--- config.mk ---
export PLATFORM = sky130hd
export DESIGN_NAME = wpmc_cell
export DESIGN_NICKNAME = d
export VERILOG_FILES = /design/src/rtl/wpmc_pkg.sv /design/src/rtl/wpmc_cell.sv
export SDC_FILE = /design/constraint.sdc
export NUM_CORES = 1
export LEC_CHECK = 0
export BUFFER_PORTS_ARGS = -buffer_cell sky130_fd_sc_hd__buf_4
export CORE_AREA = 2 2 174 176
export DETAILED_ROUTE_END_ITERATION = 8
export DIE_AREA = 0 0 176 178
export GPL_TIMING_DRIVEN = 0
export PLACE_DENSITY_LB_ADDON = 0.05
export SETUP_SLACK_MARGIN = 0.02
export SLEW_MARGIN = 0
export SYNTH_ARGS = -nofsm -noshare
export SYNTH_HDL_FRONTEND = slang
export SYNTH_SLANG_ARGS = --single-unit
--- constraint.sdc ---
create_clock -name clk -period 1.81 [get_ports clk]
set_input_delay 0.181 -clock clk [delete_from_list [all_inputs] [get_ports clk]]
set_output_delay 0.181 -clock clk [all_outputs]
set_load 0.02 [all_outputs]
--- src/rtl/wpmc_pkg.sv ---
// wpmc_pkg: shared constants, types and state codes for the windowed pair match counter
// no dependencies; used by the interfaces, the compare cells, the window memory and the top level
`default_nettype none

package wpmc_pkg;

	// field widths
	localparam int VAL_W  = 64;
	localparam int RISE_W = 8;
	localparam int DIST_W = 13;
	localparam int CNT_W  = 64;

	// one stored entry: value high, value low, rise count
	localparam int WORD_W = 2 * VAL_W + RISE_W;

	// compare chain: the entry word is split into equal slices, one per cell
	localparam int CELL_N  = 4;
	localparam int SLICE_W = WORD_W / CELL_N;

	// default window store depth and register reset value
	localparam int WINDOW_DEPTH_DEF = 4096;
	localparam logic [DIST_W-1:0] WINDOW_SIZE_RST = DIST_W'(4096);

	// item fill count, saturates well above the largest searchable distance plus two
	localparam int FILL_W = 14;

	// walk sequencer states
	typedef enum logic [1:0] {
		ST_IDLE,
		ST_SEARCH,
		ST_DONE
	} state_t;

	// what one compare cell hands to the next
	typedef struct packed {
		logic              valid;
		logic              hit;
		logic [DIST_W-1:0] gap;
		logic [WORD_W-1:0] data;
	} cell_bus_t;

endpackage

`default_nettype wire

--- src/rtl/wpmc_cell.sv ---
// wpmc_cell: one compare cell of the match chain, holds one slice of the search key
// depends on wpmc_pkg for the cell bus type and slice geometry
`default_nettype none

module wpmc_cell #(
	parameter int SLICE_IDX = 0
) (
	input  wire logic                        clk,
	input  wire logic                        arst_n,
	input  wire logic                        flush,
	input  wire logic                        key_load,
	input  wire logic [wpmc_pkg::WORD_W-1:0] key_word,
	input  wire wpmc_pkg::cell_bus_t         prev,
	output wpmc_pkg::cell_bus_t              next
);

	localparam int LSB = SLICE_IDX * wpmc_pkg::SLICE_W;

	logic                          valid_q;
	logic                          hit_q;
	logic [wpmc_pkg::DIST_W-1:0]   dist_q;
	logic [wpmc_pkg::WORD_W-1:0]   data_q;
	logic [wpmc_pkg::SLICE_W-1:0]  key_q;

	// valid moves one cell per cycle, flush drops everything in flight
	always_ff @(posedge clk or negedge arst_n) begin
		if (!arst_n) begin
			valid_q <= 1'b0;
		end else if (flush) begin
			valid_q <= 1'b0;
		end else begin
			valid_q <= prev.valid;
		end
	end

	// compare this cell's slice and pass the candidate on
	always_ff @(posedge clk) begin
		hit_q  <= prev.hit && (prev.data[LSB +: wpmc_pkg::SLICE_W] == key_q);
		dist_q <= prev.gap;
		data_q <= prev.data;
		if (key_load) begin
			key_q <= key_word[LSB +: wpmc_pkg::SLICE_W];
		end
	end

	assign next = '{valid: valid_q, hit: hit_q, gap: dist_q, data: data_q};

endmodule

`default_nettype wire

# == Yosys cells after proc, flatten, opt, wreduce, memory -nomap -nowiden ==
# Cells that the tools add are included.
# totals
latchBits,0
regBits,185
in_bits,291
romBits,0
mem_bits_rw,0
wordCells,8
n_memories,0
output_inout_bits,151
# classes
div_mod_pow,0
multipliers,0
mux,1
n_lt_le_gt_ge,0
eq_ne,1
reduce_logical,1
n_shift,0
add_sub_neg,0
bitwise_logic,0
# op_table
op,n
34-bit == test,1
1-bit logical AND,1
1-bit 2-to-1 mux,1

# == Depth between registers and ports, before layout ==
# Gate-level depths: netlist of run 1.
# logic_depth
word_depth,2
ltp_mapped,4
ltp_nobuf,4

# == Worst setup path before layout of run 1 ==
# No wires, ideal clock.
# synth_path
path_type,flip-flop to flip-flop
start,register key_q[6] in the netlist's numbering
end,register hit_q
stages_incl_launch_ff,5
path_slack_ns,0.520
period_less_slack_ns,1.290
t_arrival_ns,1.217
setup_time_ns,0.073
path_buffers,0
required_ns,1.737
cell_sequence,edfxtp_1 -> xnor2_1 -> nand4_1 -> or4_1 -> nor3_2
# synth_via
elab_chain_len,2
# synth_lines
item,line,source
from (decl),wpmc_cell.sv:23,logic [wpmc_pkg::SLICE_W-1:0] key_q;
from (signal assigned),wpmc_cell.sv:42,key_q <= key_word[LSB +: wpmc_pkg::SLICE_W];
34-bit == test,wpmc_cell.sv:38,hit_q <= prev.hit && (prev.data[LSB +: wpmc_pkg::SLICE_W] == key_q);
1-bit logical AND,wpmc_cell.sv:38,
to (signal assigned),wpmc_cell.sv:38,
to (decl),wpmc_cell.sv:20,logic hit_q;
# Every way passes these cells.
# A chain may end at the register's enable or synchronous reset.

# == Worst setup path after layout of run 1 ==
# layout_path
start,input prev[15] in the netlist's numbering
end,register hit_q
# layout_via
elab_chain_len,2
# layout_lines
item,line,source
from (decl),wpmc_cell.sv:13,"input wire wpmc_pkg::cell_bus_t prev,"
34-bit == test,wpmc_cell.sv:38,
1-bit logical AND,wpmc_cell.sv:38,
# Every way passes these cells.

==> results.py, run 1 <==
metrics = {
    "run_status": {
        "status": "finished clean",
    },
    "cells_and_area": {
        "fin_area_um2": 9931,
        "final_nets": 1069,
        "areaGrowthSynthToFinish_pct": 123.3,
        "final_layout_size_suffix_gt1_share_pct": 47.28,
        "fill_cells": 2940,
        "diodes": 0,
        "utilization_pct": 33.78,
    },
    "critical_path": {
        "critPathCapture": "hit_q",
        "startpoint": "prev[15]",
        "end_kind": "flop",
        "rr_worst_depth": 4,
        "crit_type": "in -> reg",
        "required_ns": 2.18,
        "r2r_slack_ns": 0.37,
        "rr_endpoint": "hit_q",
        "crit_arrival_ns": 1.81,
        "r2r_start": "key_q[6]",
        "start_kind": "input port",
        "critical_path_peak_fanout": 2,
    },
    "grt": {
        "grt_use_total_pct": 9.633,
        "grt_max_degree": 35,
        "grt_pass1_wl_um": 22110,
        "grt_pass1_vias": 4249,
        "overflow": 0,
        "antenna_found_initial": 0,
    },
    "flow_run": {
        "maxCapViolCount": 0,
    },
    "routing": {
        "drt.antenna.violating_nets": 0,
        "viasPerCell": 3.246,
        "avgRoutedWirePerCell_um": 12.75,
        "vias": 3833,
        "route.detailed.drc": 0,
        "drt-total-wl_um": 15060,
        "drt_pass1_iterations": 4,
        "drtIter0Drc": 66,
    },
    "yosys": {
        "synth_area_um2": 4447,
        "yosysSeqAreaShare_pct": 91.05,
        "synth_warnings": 0,
        "synth_nets": 525,
        "syn_inst": 234,
        "ys_types": 12,
        "syn_area_per_cell_um2": 19.00,
        "ys_seq_elements": 185,
    },
    "sta": {
        "tightest_slew_ns": 0.4891,
        "finalHoldViolCount": 0,
        "finalSetupViolCount": 0,
        "finalCritPeriodShare_pct": 79.91,
        "clock_skew_ns": 0.003599,
        "hold_slack_ns": 0.05073,
        "period_needed_ns": 1.446,
        "setup_tns_ns": 0,
        "fmax_mhz": 691.4,
        "relSlewSlack_pct": 67.39,
        "rsz0062_at_grt": "no",
        "slew_viol_final": 0,
    },
    "clock_network": {
        "post_cts_resized": 0,
        "htree_num_levels": 4,
        "clockBufferDepth": 2,
        "clkTransAtPathRegs_ns": 0.07,
        "clock_sinks": 185,
        "cts_tree": "done",
        "cts_root_buffer": "clkbuf_16",
        "postCtsSetupRepairBufs": 0,
        "numCtsBuffers": 17,
        "clk_latency_ns": 0.44,
    },
    "die": {
        "dieArea_um2": 31330,
        "start_util_pct": 15.12,
        "die_h_um": 178,
        "ios": 442,
        "core_area_um2": 29400,
        "rows": 63,
        "die_w_um": 176,
    },
    "power_and_ir_drop": {
        "seq_power_share_pct": 47.5,
        "p_int_mw": 7.106,
        "power.total_mw": 9.496,
        "power_per_cell_area_nw_per_um2": 956.2,
        "p_sw_mw": 2.390,
        "switching_share_pct": 25.17,
        "comb_power_share_pct": 13.5,
        "leakage_nw": 4.426,
        "clock_power_share_pct": 39.0,
        "max-vdd-ir-drop_v": 0.0005730,
    },
    "placement": {
        "portBuffers": 339,
        "post_dp_cell_area_um2": 7480,
        "place.gp.congestion": 0.6782,
    },
    "hold_path": {
        "min_path_type": "in -> async",
    },
}
[worst min-delay path by stage]
stage / depth (start not counted) / slack, ns / endpoint / from
2_1_floorplan: 0 / -0.11 / valid_q / arst_n
3_3_place_gp: 1 / -0.04 / valid_q / arst_n
3_5_place_dp: 1 / -0.04 / valid_q / arst_n
4_1_cts: 2 / 0.02 / valid_q / arst_n
5_1_grt: 2 / 0.04 / valid_q / arst_n
6_report: 2 / 0.05 / valid_q / arst_n
[stage by stage]
stage | instances | worst slack (ns)
2_1_floorplan | 234 | 0.5195
3_3_place_gp | 963 | 0.3191
3_5_place_dp | 963 | 0.3361
4_1_cts | 1181 | 0.3216
5_1_grt | 1181 | 0.2043
6_report | 1181 | 0.3637
[layer usage]
| metal | up-vias | part of all wire, % | global-route usage, % |
|---|---|---|---|
| met5 | - | 0 | 0 |
| li1 | 1870 | - | - |
| met2 | 214 | 50 | 16.50 |
| met4 | 0 | 1.7 | 4.236 |
| met1 | 1735 | 35 | 9.078 |
| met3 | 14 | 13 | 6.223 |
[sequential cells by signal, summed over array words and instances, names as in the netlist]
signal,flops
data_q,136
dist_q,13
hit_q,1
key_q,34
valid_q,1
[layout by cell type, fill, tap and decap left out]
| cell | synthesis | layout |
|---|---|---|
| nand3_1 | 1 | 1 |
| nand4_1 | 5 | 5 |
| dfrtp_1 | 1 | 1 |
| nor2b_1 | 1 | 1 |
| or4_1 | 1 | 1 |
| nor4_1 | 4 | 4 |
| inv_12 | 0 | 1 |
| clkinv_8 | 0 | 2 |
| xor2_1 | 16 | 16 |
| clkinv_4 | 0 | 1 |
| nor3_2 | 1 | 1 |
| clkbuf_16 | 0 | 17 |
| xnor2_1 | 18 | 18 |
| inv_6 | 0 | 5 |
| inv_8 | 0 | 3 |
| buf_4 | 2 | 341 |
| clkinvlp_4 | 0 | 2 |
| dfxtp_1 | 150 | 150 |
| clkbuf_8 | 0 | 1 |
| dlygate4sd3_1 | 0 | 186 |
| edfxtp_1 | 34 | 34 |
[cell usage after synthesis, drive strengths merged]
master  count  share of area (%)
nor4        4               0.56
nor2b       1               0.14
dfrtp       1               0.56
xnor2      18                3.5
dfxtp     150                 68
xor2       16                3.2
buf         2               0.34
nand3       1               0.11
edfxtp     34                 23
nand4       5               0.70
or4         1               0.17
nor3        1               0.23
[critical path, stage by stage]
cell and delay (ns):
dlygate4sd3_1 0.55, buf_4 0.14, xnor2_1 0.15, nand4_1 0.12, or4_1 0.56, nor3_2 0.11
[timing repair]
| item | in CTS | in global routing |
|---|---|---|
| setup endpoints to repair | 0 | 0 |
| endpoints found under the hold margin | 185 | 0 |
| hold buffers | 186 | 0 |
[power groups by stage]
stage,Combinational (mW),Clock [mW],Sequential [mW]
6_report,1.28,3.70,4.51
3_3_place_gp,0.971,0,4.60
4_1_cts,1.31,3.89,4.51
2_1_floorplan,0.0817,0,4.83
3_5_place_dp,0.969,0,4.60
5_1_grt,1.37,4.04,4.53
[cell families after synthesis]
family        share of synthesized area, %
xor+xnor                             6.697
flops                                91.05
simple gates                         1.913
buf+inv                             0.3375
[final cells by class]
class                   instances  area [um^2]  area share, %
repair buffers                525         4407          44.37
plain buffers                   2        15.01         0.1512
clock buffers                  18        439.2          4.422
clock inverters                14        150.1          1.512
flip-flops and latches        185         4049          40.77
well taps                     390        488.0          4.914
multi-input cells              47        382.9          3.855
No activity file was read; power rests on OpenSTA's default activity.
==> run 2, diff against run 1 <==
--- a/config.mk
+++ b/config.mk
@@ -5,10 +5,11 @@
 export SDC_FILE = /design/constraint.sdc
 export NUM_CORES = 1
 export LEC_CHECK = 0
+export ABC_AREA = 1
 export BUFFER_PORTS_ARGS = -buffer_cell sky130_fd_sc_hd__buf_4
-export CORE_AREA = 2 2 174 176
+export CORE_AREA = 2 2 171 173
 export DETAILED_ROUTE_END_ITERATION = 8
-export DIE_AREA = 0 0 176 178
+export DIE_AREA = 0 0 173 175
 export GPL_TIMING_DRIVEN = 0
 export PLACE_DENSITY_LB_ADDON = 0.05
 export SETUP_SLACK_MARGIN = 0.02
==> constraint.sdc (replaced) <==
create_clock -name clk -period 1.5 [get_ports clk]
set_input_delay 0.15 -clock clk [delete_from_list [all_inputs] [get_ports clk]]
set_output_delay 0.15 -clock clk [all_outputs]
set_load 0.02 [all_outputs]
==> results.py, run 2 <==
metrics = {
    "clock_network": {
        "clock_sinks": 185,
        "clk_latency_ns": 0.43,
        "cts_tree": "done",
        "numCtsBuffers": 17,
        "hold_buffers": 187,
        "clockBufferDepth": 2,
        "htree_num_levels": 4,
        "post_cts_resized": 0,
        "clkTransAtPathRegs_ns": 0.08,
        "postCtsSetupRepairBufs": 0,
        "cts_root_buffer": "clkbuf_16",
    },
    "die": {
        "core_area_um2": 28390,
        "rows": 62,
        "die_w_um": 173,
        "die_h_um": 175,
        "start_util_pct": 16.56,
        "ios": 442,
        "dieArea_um2": 30280,
    },
    "routing": {
        "route.detailed.drc": 0,
        "vias": 4265,
        "drt_pass1_iterations": 4,
        "drtIter0Drc": 97,
        "avgRoutedWirePerCell_um": 12.72,
        "top_layer_used": "met4",
        "drt.antenna.violating_nets": 0,
        "viasPerCell": 3.332,
        "wl_met2_um": 8276,
        "drt-met1-wl_um": 6012,
        "dr_wl_met3_um": 1771,
        "drt-total-wl_um": 16280,
    },
    "power_and_ir_drop": {
        "power_per_cell_area_nw_per_um2": 1155,
        "power.total_mw": 11.81,
        "seq_power_share_pct": 46.1,
        "p_int_mw": 8.651,
        "switching_share_pct": 26.76,
        "comb_power_share_pct": 13.6,
        "p_sw_mw": 3.161,
        "clock_power_share_pct": 40.4,
        "max-vdd-ir-drop_v": 0.0005860,
        "leakage_nw": 4.821,
    },
    "critical_path": {
        "crit_arrival_ns": 1.06,
        "crit_type": "reg -> out",
        "end_kind": "primary output",
        "critical_path_peak_fanout": 1,
        "required_ns": 1.35,
        "start_kind": "flop",
    },
    "yosys": {
        "syn_inst": 338,
        "synth_warnings": 0,
        "synthArstFlopShare_pct": 0.5405,
        "netlist_top_cells_area": "dfxtp_1 64%, edfxtp_1 22%, nand2_1 5.2%, inv_1 3.4%, nor2_1 1.6%",
        "ys_seq_elements": 185,
        "yosysTopAreaCell": "dfxtp_1",
        "synth.most_common_cell": "dfxtp_1",
        "synth_area_um2": 4701,
        "syn_area_per_cell_um2": 13.91,
        "ys_types": 17,
        "synth_ff_type": "dfxtp_1",
        "synth_edf_count": 34,
        "synth_nets": 629,
        "yosysSeqAreaShare_pct": 86.13,
        "ys_top_cells_by_count": "150 x dfxtp_1, 65 x nand2_1, 43 x inv_1",
        "synth_top_cell_area_share_pct": 63.88,
    },
    "sta": {
        "finalSetupViolCount": 0,
        "setup_tns_ns": 0,
        "finalCritPeriodShare_pct": 81.00,
        "tightest_slew_ns": 0.4993,
        "relSlewSlack_pct": 66.71,
        "period_needed_ns": 1.215,
        "clock_skew_ns": 0.01166,
        "slew_viol_final": 0,
        "fmax_mhz": 823.1,
        "finalHoldViolCount": 0,
        "hold_slack_ns": 0.1731,
        "worst_slack_ns": 0.2850,
        "rsz0062_at_grt": "no",
    },
    "placement": {
        "place_ws_ns": 0.2935,
        "portBuffers": 339,
        "place.gp.congestion": 0.6938,
        "post_dp_cell_area_um2": 7726,
        "hpwl_um": 12290,
    },
    "cells_and_area": {
        "final_nets": 1174,
        "fin_area_um2": 10230,
        "final_layout_size_suffix_gt1_share_pct": 41.96,
        "top_register": "data_q",
        "largest_reg_flops": 136,
        "areaGrowthSynthToFinish_pct": 117.5,
        "fill_cells": 2866,
        "final_common_cell": "buf_4",
        "diodes": 0,
        "final_cell_mix": "341 x buf_4, 187 x dlygate4sd3_1, 150 x dfxtp_1",
        "largestRegisters": "data_q: 136 flops, key_q: 34 flops, dist_q: 13 flops",
    },
    "grt": {
        "grt_use_total_pct": 10.84,
        "grt_max_degree": 35,
        "grt_pass1_vias": 4803,
        "grt_pass1_wl_um": 24970,
        "overflow": 0,
        "antenna_found_initial": 0,
    },
    "flow_run": {
        "maxCapViolCount": 0,
    },
    "run_status": {
        "status": "finished clean",
    },
    "hold_path": {
        "min_path_type": "in -> reg",
    },
}
[run 2: changes by cell type after synthesis, moves of 5 or more]
| cell | before | now |
|---|---|---|
| nand4_1 | 5 | 0 |
| inv_1 | 0 | 43 |
| xor2_1 | 16 | 3 |
| xnor2_1 | 18 | 6 |
| o21ai_1 | 0 | 5 |
| nor2_1 | 0 | 20 |
| nand2_1 | 0 | 65 |
[run 2: path summary, 6_finish.rpt]
check / slack [ns] / cells after the start / to / start
max: 0.29 / 2 / next[150] / valid_q
min: 0.17 / 7 / hit_q / prev[149]
min reg2reg: 0.66 / 5 / hit_q / key_q[8]
max in group asynchronous: 0.86 / 3 / valid_q / arst_n
max reg2reg: 0.36 / 7 / hit_q / key_q[31]
min in group asynchronous: 0.54 / 3 / valid_q / arst_n
[run 2: kinds of logic after synthesis]
| family | count (synthesis) | synth area share [%] |
|---|---|---|
| compound gates | 7 | 0.7984 |
| simple gates | 92 | 7.639 |
| xor+xnor | 9 | 1.677 |
| buf+inv | 45 | 3.753 |
| flops | 185 | 86.13 |
[run 2: layout make-up]
type,count,area (um^2),area share (%)
Tap cell,384,480.5,4.698
Sequential cell,185,4049,39.59
Multi-Input combinational cell,108,475.5,4.649
Timing Repair Buffer,526,4417,43.19
Inverter,43,161.4,1.578
Clock buffer,17,425.4,4.160
Buffer,2,15.01,0.1468
Clock inverter,15,202.7,1.982
[run 2: power by group through the flow]
| stage | clock network, mW | logic [mW] | registers (mW) |
|---|---|---|---|
| after floorplan | 0 | 0.138 | 5.82 |
| after global placement | 0 | 1.23 | 5.56 |
| after detailed placement | 0 | 1.22 | 5.56 |
| after CTS | 5.00 | 1.63 | 5.45 |
| after global routing | 5.19 | 1.73 | 5.48 |
| final | 4.77 | 1.60 | 5.44 |
[run 2: worst max-delay path, stage by stage, from the launching register on]
cell	delay [ns]
dfrtp_1	0.37
buf_4	0.12
buf_4	0.14
[run 2: per-layer routing]
| layer | up-vias | track usage [%] |
|---|---|---|
| met4 | 0 | 3.602 |
| met5 | - | 0 |
| met2 | 211 | 19.05 |
| met1 | 1914 | 11.12 |
| met3 | 13 | 5.592 |
| li1 | 2127 | - |
[run 2: stage by stage]
stage	std cells	util, %
after floorplan	338	-
after detailed placement	1061	27.21
after CTS	1280	36.02
after global routing	1280	36.02
final	1280	36.02
after global placement	1061	27.21
